===== src/rtl/sequence_reorder_buffer_defines.svh =====
// ----------------------------------------------------------------------------
// Sequence reorder buffer: assertion macros
// Shared concurrent assertion forms used by the top level.
// ----------------------------------------------------------------------------
`ifndef SEQUENCE_REORDER_BUFFER_DEFINES_SVH
`define SEQUENCE_REORDER_BUFFER_DEFINES_SVH

// condition holds in the same cycle
`define SRB_ASSERT_NOW(label, clk, rst_n, a, b, msg) \
	label: assert property (@(posedge clk) disable iff (!rst_n) (a) |-> (b)) \
		else $error(msg);

// condition holds in the following cycle
`define SRB_ASSERT_NEXT(label, clk, rst_n, a, b, msg) \
	label: assert property (@(posedge clk) disable iff (!rst_n) (a) |=> (b)) \
		else $error(msg);

// condition holds a fixed number of cycles later
`define SRB_ASSERT_AFTER(label, clk, rst_n, a, n, b, msg) \
	label: assert property (@(posedge clk) disable iff (!rst_n) (a) |-> ##n (b)) \
		else $error(msg);

`endif


===== src/rtl/srb_pkg.sv =====
// ----------------------------------------------------------------------------
// Sequence reorder buffer package
// Request/result payloads, command and register codes shared by the modules.
// ----------------------------------------------------------------------------
`default_nettype none

package srb_pkg;

	localparam logic [23:0] BYTE_LIMIT_RESET = 24'd30720;

	typedef enum logic [2:0] {
		DISP_DELIVERED = 3'd0,
		DISP_STORED    = 3'd1,
		DISP_DUPLICATE = 3'd2,
		DISP_REJECTED  = 3'd3,
		DISP_RELEASED  = 3'd4
	} disp_t;

	typedef enum logic [0:0] {
		CFG_BYTE_LIMIT     = 1'b0,
		CFG_FIRST_SEQUENCE = 1'b1
	} cfg_index_t;

	typedef enum logic [1:0] {
		CMD_DUPLICATE = 2'd0,
		CMD_REJECT    = 2'd1,
		CMD_STORE     = 2'd2,
		CMD_DELIVER   = 2'd3
	} cmd_kind_t;

	typedef enum logic [0:0] {
		B_IDLE  = 1'b0,
		B_DRAIN = 1'b1
	} back_state_t;

	typedef struct packed {
		logic [31:0] seq_num;
		logic [15:0] byte_len;
		logic [15:0] packet_tag;
	} request_t;

	typedef struct packed {
		disp_t       disposition;
		logic [31:0] out_seq;
		logic [15:0] out_tag;
		logic        last;
	} result_t;

	// classified request handed from front to back
	typedef struct packed {
		cmd_kind_t   kind;
		logic [31:0] seq_num;
		logic [15:0] byte_len;
		logic [15:0] packet_tag;
	} cmd_t;

	// back-end state seen by the classifier
	typedef struct packed {
		logic [31:0] expected_seq;
		logic [23:0] held_bytes;
		logic [23:0] byte_limit;
	} view_t;

	typedef struct packed {
		logic        we;
		cfg_index_t  index;
		logic [31:0] data;
	} cfg_write_t;

endpackage

`default_nettype wire


===== src/rtl/srb_front.sv =====
// ----------------------------------------------------------------------------
// Sequence reorder buffer: front end
// Two-stage classifier: serial distance and slot index, then the verdict.
// ----------------------------------------------------------------------------
`default_nettype none

module srb_front #(
	parameter int WINDOW_SLOTS = 32
) (
	input  wire logic                              clk,
	input  wire logic                              arst_n,
	input  wire logic                              accept,
	input  wire srb_pkg::request_t                 request,
	input  wire srb_pkg::view_t                    view,
	input  wire logic [$clog2(WINDOW_SLOTS)-1:0]   slot_base,
	input  wire logic [WINDOW_SLOTS-1:0]           slot_valid,
	input  wire logic                              q_full,
	output logic                                   push,
	output srb_pkg::cmd_t                          cmd,
	output logic [$clog2(WINDOW_SLOTS)-1:0]        cmd_idx,
	output logic                                   busy
);

	localparam int IW = $clog2(WINDOW_SLOTS);
	localparam logic [IW:0] WIN_SUM = (IW+1)'(WINDOW_SLOTS);

	logic                valid_s1, valid_s2;
	srb_pkg::request_t   req_s1, req_s2;
	logic                old_s2, zero_s2, win_s2;
	logic [IW:0]         sum_s2;

	logic [31:0] gap;
	logic [IW:0] sum;
	logic        stall;
	logic [IW-1:0] idx;
	logic        held_dup;
	logic        over_limit;

	assign stall = valid_s2 & q_full;
	assign busy  = valid_s1 | valid_s2;
	assign push  = valid_s2 & ~q_full;

	// stage 1: serial distance from the expected number
	assign gap = req_s1.seq_num - view.expected_seq;
	assign sum = {1'b0, slot_base} + {1'b0, gap[IW-1:0]};

	always_ff @(posedge clk or negedge arst_n) begin
		if (!arst_n) begin
			valid_s1 <= 1'b0;
			valid_s2 <= 1'b0;
		end else if (!stall) begin
			valid_s1 <= accept;
			valid_s2 <= valid_s1;
		end
	end

	always_ff @(posedge clk) begin
		if (accept) begin
			req_s1 <= request;
		end
		if (!stall) begin
			req_s2  <= req_s1;
			old_s2  <= gap[31];
			zero_s2 <= (gap == 32'd0);
			win_s2  <= (gap < 32'(WINDOW_SLOTS));
			sum_s2  <= sum;
		end
	end

	// stage 2: fold slot index, check occupancy and byte budget
	assign idx = (sum_s2 >= WIN_SUM) ? IW'(sum_s2 - WIN_SUM) : sum_s2[IW-1:0];
	assign held_dup   = ~zero_s2 & win_s2 & slot_valid[idx];
	assign over_limit = ({1'b0, view.held_bytes} + 25'(req_s2.byte_len))
		> {1'b0, view.byte_limit};

	always_comb begin
		cmd.seq_num    = req_s2.seq_num;
		cmd.byte_len   = req_s2.byte_len;
		cmd.packet_tag = req_s2.packet_tag;
		cmd_idx        = idx;
		priority if (old_s2 || held_dup) begin
			cmd.kind = srb_pkg::CMD_DUPLICATE;
		end else if (over_limit || !win_s2) begin
			cmd.kind = srb_pkg::CMD_REJECT;
		end else if (!zero_s2) begin
			cmd.kind = srb_pkg::CMD_STORE;
		end else begin
			cmd.kind = srb_pkg::CMD_DELIVER;
		end
	end

endmodule

`default_nettype wire


===== src/rtl/srb_queue.sv =====
// ----------------------------------------------------------------------------
// Sequence reorder buffer: command queue
// Two-entry FIFO decoupling the classifier from the executor.
// ----------------------------------------------------------------------------
`default_nettype none

module srb_queue #(
	parameter int IDX_W = 5
) (
	input  wire logic                 clk,
	input  wire logic                 arst_n,
	input  wire logic                 push,
	input  wire srb_pkg::cmd_t        push_cmd,
	input  wire logic [IDX_W-1:0]     push_idx,
	input  wire logic                 pop,
	output srb_pkg::cmd_t             head_cmd,
	output logic [IDX_W-1:0]          head_idx,
	output logic                      empty,
	output logic                      full
);

	srb_pkg::cmd_t      cmd_q [2];
	logic [IDX_W-1:0]   idx_q [2];
	logic               wr_ptr_q, rd_ptr_q;
	logic [1:0]         count_q;

	logic do_push, do_pop;

	assign empty    = (count_q == 2'd0);
	assign full     = (count_q == 2'd2);
	assign do_push  = push & ~full;
	assign do_pop   = pop & ~empty;
	assign head_cmd = cmd_q[rd_ptr_q];
	assign head_idx = idx_q[rd_ptr_q];

	always_ff @(posedge clk or negedge arst_n) begin
		if (!arst_n) begin
			wr_ptr_q <= 1'b0;
			rd_ptr_q <= 1'b0;
			count_q  <= 2'd0;
		end else begin
			if (do_push) begin
				wr_ptr_q <= ~wr_ptr_q;
			end
			if (do_pop) begin
				rd_ptr_q <= ~rd_ptr_q;
			end
			count_q <= count_q + 2'(do_push) - 2'(do_pop);
		end
	end

	always_ff @(posedge clk) begin
		if (do_push) begin
			cmd_q[wr_ptr_q] <= push_cmd;
			idx_q[wr_ptr_q] <= push_idx;
		end
	end

endmodule

`default_nettype wire


===== src/rtl/srb_back.sv =====
// ----------------------------------------------------------------------------
// Sequence reorder buffer: back end
// Executes classified commands, owns the slot store and drains held packets.
// ----------------------------------------------------------------------------
`default_nettype none

module srb_back #(
	parameter int WINDOW_SLOTS = 32
) (
	input  wire logic                              clk,
	input  wire logic                              arst_n,
	input  wire srb_pkg::cfg_write_t               cfg,
	input  wire srb_pkg::cmd_t                     head_cmd,
	input  wire logic [$clog2(WINDOW_SLOTS)-1:0]   head_idx,
	input  wire logic                              q_empty,
	output logic                                   pop,
	output srb_pkg::view_t                         view,
	output logic [$clog2(WINDOW_SLOTS)-1:0]        slot_base,
	output logic [WINDOW_SLOTS-1:0]                slot_valid,
	output logic                                   busy,
	output logic                                   result_valid,
	output srb_pkg::result_t                       result
);

	localparam int IW = $clog2(WINDOW_SLOTS);

	typedef struct packed {
		logic [15:0] tag;
		logic [15:0] len;
	} slot_entry_t;

	srb_pkg::back_state_t state_q, state_d;
	logic [31:0]          expected_q, exp_d;
	logic [23:0]          held_q, held_d;
	logic [23:0]          limit_q;
	logic [IW-1:0]        base_q, base_d, next_base;
	logic [WINDOW_SLOTS-1:0] valid_q, valid_d;
	logic                 result_valid_q, res_vld_d;
	srb_pkg::result_t     result_q, res_d;

	slot_entry_t          slot_mem [WINDOW_SLOTS];
	slot_entry_t          rd_q;
	logic                 mem_we;

	assign next_base    = (base_q == IW'(WINDOW_SLOTS - 1)) ? '0 : base_q + 1'b1;
	assign view         = '{expected_seq: expected_q, held_bytes: held_q, byte_limit: limit_q};
	assign slot_base    = base_q;
	assign slot_valid   = valid_q;
	assign busy         = (state_q != srb_pkg::B_IDLE);
	assign result_valid = result_valid_q;
	assign result       = result_q;

	// next state
	always_comb begin
		state_d = state_q;
		unique case (state_q)
			srb_pkg::B_IDLE: begin
				if (!q_empty && head_cmd.kind == srb_pkg::CMD_DELIVER
						&& valid_q[next_base]) begin
					state_d = srb_pkg::B_DRAIN;
				end
			end
			srb_pkg::B_DRAIN: begin
				if (!valid_q[next_base]) begin
					state_d = srb_pkg::B_IDLE;
				end
			end
			default: state_d = srb_pkg::B_IDLE;
		endcase
	end

	// datapath and results
	always_comb begin
		pop               = 1'b0;
		mem_we            = 1'b0;
		res_vld_d         = 1'b0;
		res_d.disposition = srb_pkg::DISP_DUPLICATE;
		res_d.out_seq     = head_cmd.seq_num;
		res_d.out_tag     = head_cmd.packet_tag;
		res_d.last        = 1'b1;
		exp_d             = expected_q;
		held_d            = held_q;
		base_d            = base_q;
		valid_d           = valid_q;
		unique case (state_q)
			srb_pkg::B_IDLE: begin
				if (!q_empty) begin
					pop       = 1'b1;
					res_vld_d = 1'b1;
					unique case (head_cmd.kind)
						srb_pkg::CMD_DUPLICATE: res_d.disposition = srb_pkg::DISP_DUPLICATE;
						srb_pkg::CMD_REJECT:    res_d.disposition = srb_pkg::DISP_REJECTED;
						srb_pkg::CMD_STORE: begin
							res_d.disposition = srb_pkg::DISP_STORED;
							mem_we            = 1'b1;
							valid_d[head_idx] = 1'b1;
							held_d            = held_q + 24'(head_cmd.byte_len);
						end
						srb_pkg::CMD_DELIVER: begin
							res_d.disposition = srb_pkg::DISP_DELIVERED;
							res_d.last        = ~valid_q[next_base];
							exp_d             = expected_q + 32'd1;
							base_d            = next_base;
						end
						default: res_d.disposition = srb_pkg::DISP_DUPLICATE;
					endcase
				end
			end
			srb_pkg::B_DRAIN: begin
				// rd_q holds the entry at base_q, read ahead last cycle
				res_vld_d         = 1'b1;
				res_d.disposition = srb_pkg::DISP_RELEASED;
				res_d.out_seq     = expected_q;
				res_d.out_tag     = rd_q.tag;
				res_d.last        = ~valid_q[next_base];
				held_d            = held_q - 24'(rd_q.len);
				valid_d[base_q]   = 1'b0;
				exp_d             = expected_q + 32'd1;
				base_d            = next_base;
			end
			default: res_vld_d = 1'b0;
		endcase
	end

	always_ff @(posedge clk or negedge arst_n) begin
		if (!arst_n) begin
			state_q        <= srb_pkg::B_IDLE;
			expected_q     <= 32'd0;
			held_q         <= 24'd0;
			limit_q        <= srb_pkg::BYTE_LIMIT_RESET;
			base_q         <= '0;
			valid_q        <= '0;
			result_valid_q <= 1'b0;
		end else begin
			state_q        <= state_d;
			result_valid_q <= res_vld_d;
			// a first_sequence write restarts the sequence and empties the store
			if (cfg.we && cfg.index == srb_pkg::CFG_FIRST_SEQUENCE) begin
				expected_q <= cfg.data;
				held_q     <= 24'd0;
				base_q     <= '0;
				valid_q    <= '0;
			end else begin
				expected_q <= exp_d;
				held_q     <= held_d;
				base_q     <= base_d;
				valid_q    <= valid_d;
			end
			if (cfg.we && cfg.index == srb_pkg::CFG_BYTE_LIMIT) begin
				limit_q <= cfg.data[23:0];
			end
		end
	end

	always_ff @(posedge clk) begin
		result_q <= res_d;
	end

	// slot store: one write port, one registered read port
	always_ff @(posedge clk) begin
		if (mem_we) begin
			slot_mem[head_idx] <= '{tag: head_cmd.packet_tag, len: head_cmd.byte_len};
		end
	end

	always_ff @(posedge clk) begin
		rd_q <= slot_mem[next_base];
	end

endmodule

`default_nettype wire


===== src/rtl/sequence_reorder_buffer.sv =====
// ----------------------------------------------------------------------------
// Sequence reorder buffer
// Puts arriving packets back in sequence order, holding early ones in slots.
// ----------------------------------------------------------------------------
// Usage:
//   Request channel: drive request and raise start; the request is taken at
//   an edge where start is high and busy is low. One request at a time.
//   Result channel: each result appears for exactly one cycle with
//   result_valid high; result.last marks the final result of a request.
//   The receiver cannot stall, so results are never held back.
//   Config channel: cfg_valid/cfg_ready with cfg_index and cfg_data; ready is
//   always high. Write only while busy is low and no result is pending.
//   Writing first_sequence empties the store and restarts the sequence.
// Pipeline:
//   The first result follows the accepting edge through the input register,
//   two classifier stages, the command queue and the executor result
//   register. A request that releases k held packets gives k more results,
//   one per cycle, set by the one-entry-per-cycle read port of the slot
//   store. The next request is taken once busy drops with the final result.
// Reset: empty store, held bytes zero, expected sequence zero, byte limit
//   30720. No clearing pass; slot valid bits reset in flip-flops.
// ----------------------------------------------------------------------------
`default_nettype none

`include "sequence_reorder_buffer_defines.svh"

module sequence_reorder_buffer #(
	parameter int WINDOW_SLOTS = 32
) (
	input  wire logic                clk,
	input  wire logic                arst_n,
	// request channel
	input  wire logic                start,
	output logic                     busy,
	input  wire srb_pkg::request_t   request,
	// result channel
	output logic                     result_valid,
	output srb_pkg::result_t         result,
	// config channel
	input  wire logic                cfg_valid,
	output logic                     cfg_ready,
	input  wire srb_pkg::cfg_index_t cfg_index,
	input  wire logic [31:0]         cfg_data
);

	localparam int IW = $clog2(WINDOW_SLOTS);

	logic                 accept;
	logic                 front_busy, back_busy;
	logic                 q_push, q_pop, q_empty, q_full;
	srb_pkg::cmd_t        push_cmd, head_cmd;
	logic [IW-1:0]        push_idx, head_idx;
	srb_pkg::view_t       view;
	logic [IW-1:0]        slot_base;
	logic [WINDOW_SLOTS-1:0] slot_valid;
	srb_pkg::cfg_write_t  cfg;

	// one request in flight: busy covers classifier, queue and drain
	assign busy      = front_busy | ~q_empty | back_busy;
	assign accept    = start & ~busy;
	assign cfg_ready = 1'b1;
	assign cfg       = '{we: cfg_valid, index: cfg_index, data: cfg_data};

	// front: register the request, classify against current state
	srb_front #(
		.WINDOW_SLOTS(WINDOW_SLOTS)
	) u_front (
		.clk        (clk),
		.arst_n     (arst_n),
		.accept     (accept),
		.request    (request),
		.view       (view),
		.slot_base  (slot_base),
		.slot_valid (slot_valid),
		.q_full     (q_full),
		.push       (q_push),
		.cmd        (push_cmd),
		.cmd_idx    (push_idx),
		.busy       (front_busy)
	);

	// short command queue between the two halves
	srb_queue #(
		.IDX_W(IW)
	) u_queue (
		.clk      (clk),
		.arst_n   (arst_n),
		.push     (q_push),
		.push_cmd (push_cmd),
		.push_idx (push_idx),
		.pop      (q_pop),
		.head_cmd (head_cmd),
		.head_idx (head_idx),
		.empty    (q_empty),
		.full     (q_full)
	);

	// back: execute, store, drain consecutive held packets
	srb_back #(
		.WINDOW_SLOTS(WINDOW_SLOTS)
	) u_back (
		.clk          (clk),
		.arst_n       (arst_n),
		.cfg          (cfg),
		.head_cmd     (head_cmd),
		.head_idx     (head_idx),
		.q_empty      (q_empty),
		.pop          (q_pop),
		.view         (view),
		.slot_base    (slot_base),
		.slot_valid   (slot_valid),
		.busy         (back_busy),
		.result_valid (result_valid),
		.result       (result)
	);

	// queue never sees a push while full
	`SRB_ASSERT_NOW(a_queue_no_overflow, clk, arst_n, q_push, !q_full, "command queue overflow")
	// first result of each request comes a fixed time after acceptance
	`SRB_ASSERT_AFTER(a_first_result_latency, clk, arst_n, accept, 4, result_valid, "first result late")
	// a non-final result is always followed by a release in the next cycle
	`SRB_ASSERT_NEXT(a_drain_continues, clk, arst_n, result_valid && !result.last, result_valid && result.disposition == srb_pkg::DISP_RELEASED, "drain burst broken")
	// the final result leaves the block ready for the next request
	`SRB_ASSERT_NOW(a_idle_after_last, clk, arst_n, result_valid && result.last, !busy, "busy after final result")

endmodule

`default_nettype wire


===== config.mk =====
export PLATFORM = sky130hd
export DESIGN_NAME = sequence_reorder_buffer
export DESIGN_NICKNAME = d
export VERILOG_FILES = /design/src/rtl/srb_pkg.sv /design/src/rtl/srb_front.sv /design/src/rtl/srb_queue.sv /design/src/rtl/srb_back.sv /design/src/rtl/sequence_reorder_buffer.sv
export VERILOG_INCLUDE_DIRS = /design/src /design/src/rtl
export SDC_FILE = /design/constraint.sdc
export NUM_CORES = 2
export LEC_CHECK = 0
export ABC_CLOCK_PERIOD_IN_PS = 11000
export BUFFER_PORTS_ARGS = -buffer_cell sky130_fd_sc_hd__buf_2
export CAP_MARGIN = 5
export CORE_MARGIN = 2
export CORE_UTILIZATION = 60
export DETAILED_ROUTE_END_ITERATION = 10
export PLACE_DENSITY = 0.81
export SETUP_SLACK_MARGIN = 0.4
export SLEW_MARGIN = 20
export SYNTH_ARGS = -nofsm -noshare
export SYNTH_HDL_FRONTEND = slang
export SYNTH_SLANG_ARGS = --single-unit

===== constraint.sdc =====
create_clock -name clk -period 11 [get_ports clk]
set_input_delay 1.65 -clock clk [delete_from_list [all_inputs] [get_ports clk]]
set_output_delay 1.65 -clock clk [all_outputs]
set_load 0.005 [all_outputs]

# After elaboration in Yosys (flattened, before gate mapping)
# Memory sizes are Yosys's and may differ from the RTL's. A register that Yosys moved wholly into a read port is not among the register bits.
# Cells that the tools add are included.
# W data, S select, Z words.
[op_classes] addsub=10 order_cmp=9 eq_ne=8 mux=49 bitwise=22 reduce_logical=15
[op_table] operator="$mux W32" n=6
[op_table] operator="$pmux W32 S2" n=2
[op_table] operator="$mux W24" n=3
[op_table] operator="$mux W48" n=1
[op_table] operator="$pmux W24 S2" n=1
[op_table] operator="$add A32 B1 Y32 const B" n=1
[op_table] operator="$and A32 B32 Y32" n=1
[op_table] operator="$logic_not A32 Y1" n=1
[op_table] operator="$lt A32 B6 Y1 const B" n=1
[op_table] operator="$not A32 Y32" n=1
[op_table] operator="$or A32 B32 Y32" n=1
[op_table] operator="$sub A32 B32 Y32" n=1
[op_table] operator="$add A24 B16 Y25" n=1
[op_table] operator="$gt A25 B24 Y1" n=1
[op_table] operator="$mux W5" n=5
[op_table] operator="$add A24 B16 Y24" n=1
[op_table] operator="$lt A5 B6 Y1 const B" n=4
[op_table] operator="$sub A24 B16 Y24" n=1
[op_table] operator="$mux W1" n=18
[op_table] operator="$pmux W3 S4" n=1
[op_table] operator="$bmux W1 S5" n=2
[op_table] operator="$demux W1 S5" n=2
[op_table] operator="$ge A5 B1 Y1 const B" n=2
[op_table] operator="$pmux W5 S2" n=1
[op_table] operator="other kinds (24)" n=54
[word_totals] regBits=314 ramBits=1166 n_memories=3
[mem_list] name="u_back.slot_mem" depth=32 width=32 rd=1 rd_ports_with_merged_regs=1 wr=1 line="srb_back.sv:41" source="slot_entry_t slot_mem [WINDOW_SLOTS];"
[mem_list] name="u_queue.cmd_q" depth=2 width=66 rd=1 rd_ports_with_merged_regs=0 wr=1 line="srb_queue.sv:22" source="srb_pkg::cmd_t cmd_q [2];"
[mem_list] name="u_queue.idx_q" depth=2 width=5 rd=1 rd_ports_with_merged_regs=0 wr=1 line="srb_queue.sv:23" source="logic [IDX_W-1:0] idx_q [2];"

# Longest topological paths before layout
# An unclocked memory read counts as a cell.
[depth] ltp_word=10 mapped_depth=23 depth_no_buf=22

# By module
# From an unflattened synthesis, not the netlist that was laid out.
[unflattened] hier_cells=3807 hier_area_um2=62780.2
[modules_own_cells] mod="srb_back" n_inst=1 cells_per_inst=2851 area_per_inst_um2=48818.1
[modules_own_cells] mod="srb_front" n_inst=1 cells_per_inst=713 area_per_inst_um2=8257.9
[modules_own_cells] mod="srb_queue" n_inst=1 cells_per_inst=239 area_per_inst_um2=5671.7
[modules_own_cells] mod="sequence_reorder_buffer" n_inst=1 cells_per_inst=4 area_per_inst_um2=32.5

# Least setup slack after synthesis
# OpenSTA, ideal clock, no wires.
[synth_timing] path_type="register to register" startpoint="register u_queue.rd_ptr_q" endpoint="memory u_back.slot_mem[0][0] (netlist bit), enable pin" setup_time_ps=421 arrival_time_ps=4641 t_required_ps=10579 slack_ps=5938 stages_incl_launch_ff=13 n_path_buf=7 cell_sequence="dfrtp_1 clkbuf_1 buf_2 clkbuf_1 buf_1 buf_1 clkbuf_1 buf_2 mux2i_1 ha_1 and2_1 nand2_1 nor2_1"
[synth_between] elab_chain_cells=7
[synth_lines] element="start: declaration" line="srb_queue.sv:24" source="logic wr_ptr_q, rd_ptr_q;"
[synth_lines] element="start signal: assignment" line="srb_queue.sv:46" source="rd_ptr_q <= ~rd_ptr_q;"
[synth_lines] element="$mem_v2 Z2 W66"
[synth_lines] element="$eq A2 B2 Y1" line="srb_back.sv:90" source="unique case (head_cmd.kind)"
[synth_lines] element="$mux W1" line="srb_back.sv:90"
[synth_lines] element="$mux W1" line="srb_back.sv:87" source="if (!q_empty) begin"
[synth_lines] element="$mux W1" line="srb_back.sv:85" source="unique case (state_q)"
[synth_lines] element="$mux W1" line="srb_back.sv:161" source="if (mem_we) begin"
[synth_lines] element="$mux W1 (not written as such)" line="srb_back.sv:162" source="slot_mem[head_idx] <= '{tag: head_cmd.packet_tag, len: head_cmd.byte_len};"
[synth_lines] element="end: declaration" line="srb_back.sv:41"
# Parallel ways exist; a longest one is shown, timed or not.

==> impl_metrics.toml <==
[synth]
syn-num-nets = 3964
yosys-top-cells-area = "edfxtp_1, mux4_2, dfrtp_1"
avgSynthCellArea_sq_um = 16.4
synth_flop_cell = "edfxtp_1"
synth_area_sq_um = 61600
synth-edff-count = 1302
yosysTopAreaCell = "edfxtp_1"
synth_top_area_share_pct = 63.5
syn_inst = 3750
synth-seq-cells = 1511
seq_area_frac_synth_pct = 71.3
synth_cell_types = 78
ys_warn_count = 0
async_reset_ff_share_pct = 8.27

[clocking]
cts_root_buffer = "clkbuf_16"
cts-htree-levels = 4
clockBufferDepth = 3
holdBufCountCts = 0
postCtsSetupBuffers = 0
cts_buffers = 145
clock-sinks = 1511
clk_pin_slew_ps = 60
tritoncts = "built"
postCtsResizedCells = 0
clock_latency_ps = 780

[global_route]
grt_overflow_total = 0
grt_pass1_wl_microns = 231000
grt_start_max_net_pins = 231
grt_pass1_vias = 36600
track_usage_pct = 29.6
antenna_found_initial = 3

[finish]
antennaDiodeCount = 0
fill_cells = 6273
nets = 4100
layout.area.seq_sq_um = 43900
multiInputGateArea_sq_um = 16800
area_delta_synth_final_pct = 11.5
drive_gt1_share_pct = 19.2
design_area_sq_um = 68700

[timing]
slew_violations = 0
finClkSkew_ps = 37.6
slew_headroom_pct = 17.1
worst_slew_pin_slew_ps = 1240
max_freq_ghz = 0.183
period_share_pct = 49.8
final-setup-viol-count = 0
setup_tns_ps = 0
hold_viol_final = 0
rsz0062_at_grt = "no"
period_needed_ps = 5480

[run_status]
outcome = "finished clean"

[routing]
routed_via_density = 6.78
wire_per_inst_microns = 29.2
drcViolationCount = 0
ant_nets = 0
drtPass1Iterations = 8
routed_wl_microns = 157000
dr.first_iter.drc_count = 5100
dr_total_vias = 36400

[floorplan]
die_w_microns = 324
rows = 117
die_h_microns = 324
ios = 156
initial_core_util_pct = 60.5
core_sq_um = 102000
dieArea_sq_um = 105000

[worst_setup_path]
worst_ep_arrival_time_ps = 6080
critical_path.max_fanout = 42
path_class = "flop to flop"
cp-end-kind = "flop"
crit_path_start_kind = "flop"
worstPathRequired_ps = 11600

[power_and_ir_drop]
p_leak_nw = 23.0
powerDensity_nw_per_um2 = 253
ir_drop_uv = 227

[placement]
portBuffers = 154
hpwl_microns = 84200
gp_congestion = 0.881
place_area_sq_um = 64000

[hold_path]
hold_class = "flop to flop"

[run]
maxCapViolCount = 0
==> final timing paths <==
check	endpoint	slack [ps]	from	depth (start not counted)
hold reg to reg	u_front.cmd[23]$_DFFE_PN_	420	u_front.req_s1[23]$_DFFE_PP_	0
setup / recovery	u_back.held_q[23]$_DFFE_PN0P_	5520	u_queue.rd_ptr_q$_DFFE_PN0P_	19
hold / removal	u_front.cmd[23]$_DFFE_PN_	420	u_front.req_s1[23]$_DFFE_PP_	0
setup reg to reg	u_back.held_q[23]$_DFFE_PN0P_	5520	u_queue.rd_ptr_q$_DFFE_PN0P_	19
max in group asynchronous	u_back.busy$_DFF_PN0_	8950	arst_n	2
min in group asynchronous	u_back.limit_q[15]$_DFFE_PN0P_	830	arst_n	1
==> layout make-up <==
type	instances	share of cell area, %
timing repair buffer	205	1.75
clock inverter	58	1.01
sequential	1511	63.9
clock buffer	209	5.81
inverter	101	0.563
tap	1368	2.49
multi-input combinational	1922	24.4
==> synthesized netlist by cell type, drive strengths merged (10+ instances only) <==
library cell	number
o221ai	129
dfrtp	121
o21ai	229
and2	19
nor2	125
and3	16
mux4	204
inv	100
nand4	11
nand3	38
mux2	98
a21oi	123
dfxtp	84
buf	40
o21a	20
mux2i	66
xnor2	85
clkbuf	176
nor2b	22
nor3	48
nand2b	22
o22ai	135
edfxtp	1302
xor2	20
ha	109
a211oi	45
nand2	180
a21o	41
o21bai	10
==> cells by family (layout without fill, tap and decap cells) <==
kind of cell / Yosys count / in the layout / share of synthesized area [%]
flip-flops: 1511 / 1511 / 71.3
AO/OA/AOI/OAI: 811 / 811 / 8.58
AND/OR/NAND/NOR: 524 / 524 / 4.00
multiplexers: 368 / 368 / 10.3
buffers and inverters: 317 / 573 / 1.95
adder cells (fa/ha/maj): 113 / 113 / 2.34
XOR/XNOR: 105 / 105 / 1.49
other: 1 / 1 / 0.00609
==> where the power goes <==
group | total (mW) | switching [mW] | internal, mW
Clock | 4.91 | 2.14 | 2.77
Combinational | 4.78 | 2.91 | 1.87
Sequential | 7.69 | 0.419 | 7.27
==> through the flow <==
step | hold WS [ps] | instances | total power [mW] | utilization (%) | setup WS (ps)
6_report | 417 | 5374 | 17.4 | 67.5 | 5520
5_1_grt | 425 | 5374 | 18.0 | 67.5 | 5230
4_1_cts | 418 | 5374 | 17.3 | 67.5 | 5660
3_5_place_dp | 405 | 5107 | 12.4 | 62.9 | 5720
3_3_place_gp | 401 | 5107 | 12.3 | 62.9 | 5790
2_1_floorplan | 345 | 3750 | 11.0 | - | 5940
==> cells in the final DEF (no fill, tap or decap), types with 45 or more instances in the layout <==
master,netlist,final
a211oi_1,45,45
a21oi_1,122,121
buf_2,7,153
buf_4,1,47
clkbuf_1,176,54
clkbuf_16,0,147
dfrtp_1,121,119
dfxtp_1,84,84
edfxtp_1,1302,1302
ha_1,109,108
inv_1,100,99
mux2_2,98,98
mux2i_1,66,66
mux4_2,204,204
nand2_1,180,180
nor2_1,125,90
nor3_1,48,48
o21ai_0,229,229
o221ai_1,129,129
o22ai_1,135,135
xnor2_1,85,85
==> state kept, by name, summed over array words and instances, names as in the netlist, 2 cells and up <==
signal and count:
u_back.slot_mem 1024, u_queue.cmd_q 132, u_front.cmd 64, u_front.req_s1 64, u_back.result 52, u_back.expected_q 32
u_back.rd_q 32, u_back.slot_valid 32, u_back.held_q 24, u_back.limit_q 24, u_queue.idx_q 10, u_back.slot_base 5
u_front.sum_s2 5, u_queue.count_q 2
==> worst max-delay path: stages (launching register included) <==
cell and delay (ps):
dfrtp_4 930, mux2i_1 390, inv_1 480, nor4_1 520, and3_1 280, and2_1 260
nand2_1 90, xnor2_1 140, nor2_1 120, a21oi_1 60, ha_1 430, a21o_1 160
a21o_1 110, a21o_1 100, a32oi_1 90, o21a_1 270, or4_1 520, nand3_1 130
xnor2_1 120, nor2_1 50
==> metal layers <==
| metal | GRT usage (%) | part of all wire (%) |
|---|---|---|
| met4 | 13.4 | 4.5 |
| met3 | 6.59 | 11 |
| met5 | 0 | 0.021 |
| met2 | 47.5 | 49 |
| met1 | 39.1 | 36 |
Note: power is estimated with default switching activity, not from simulation.
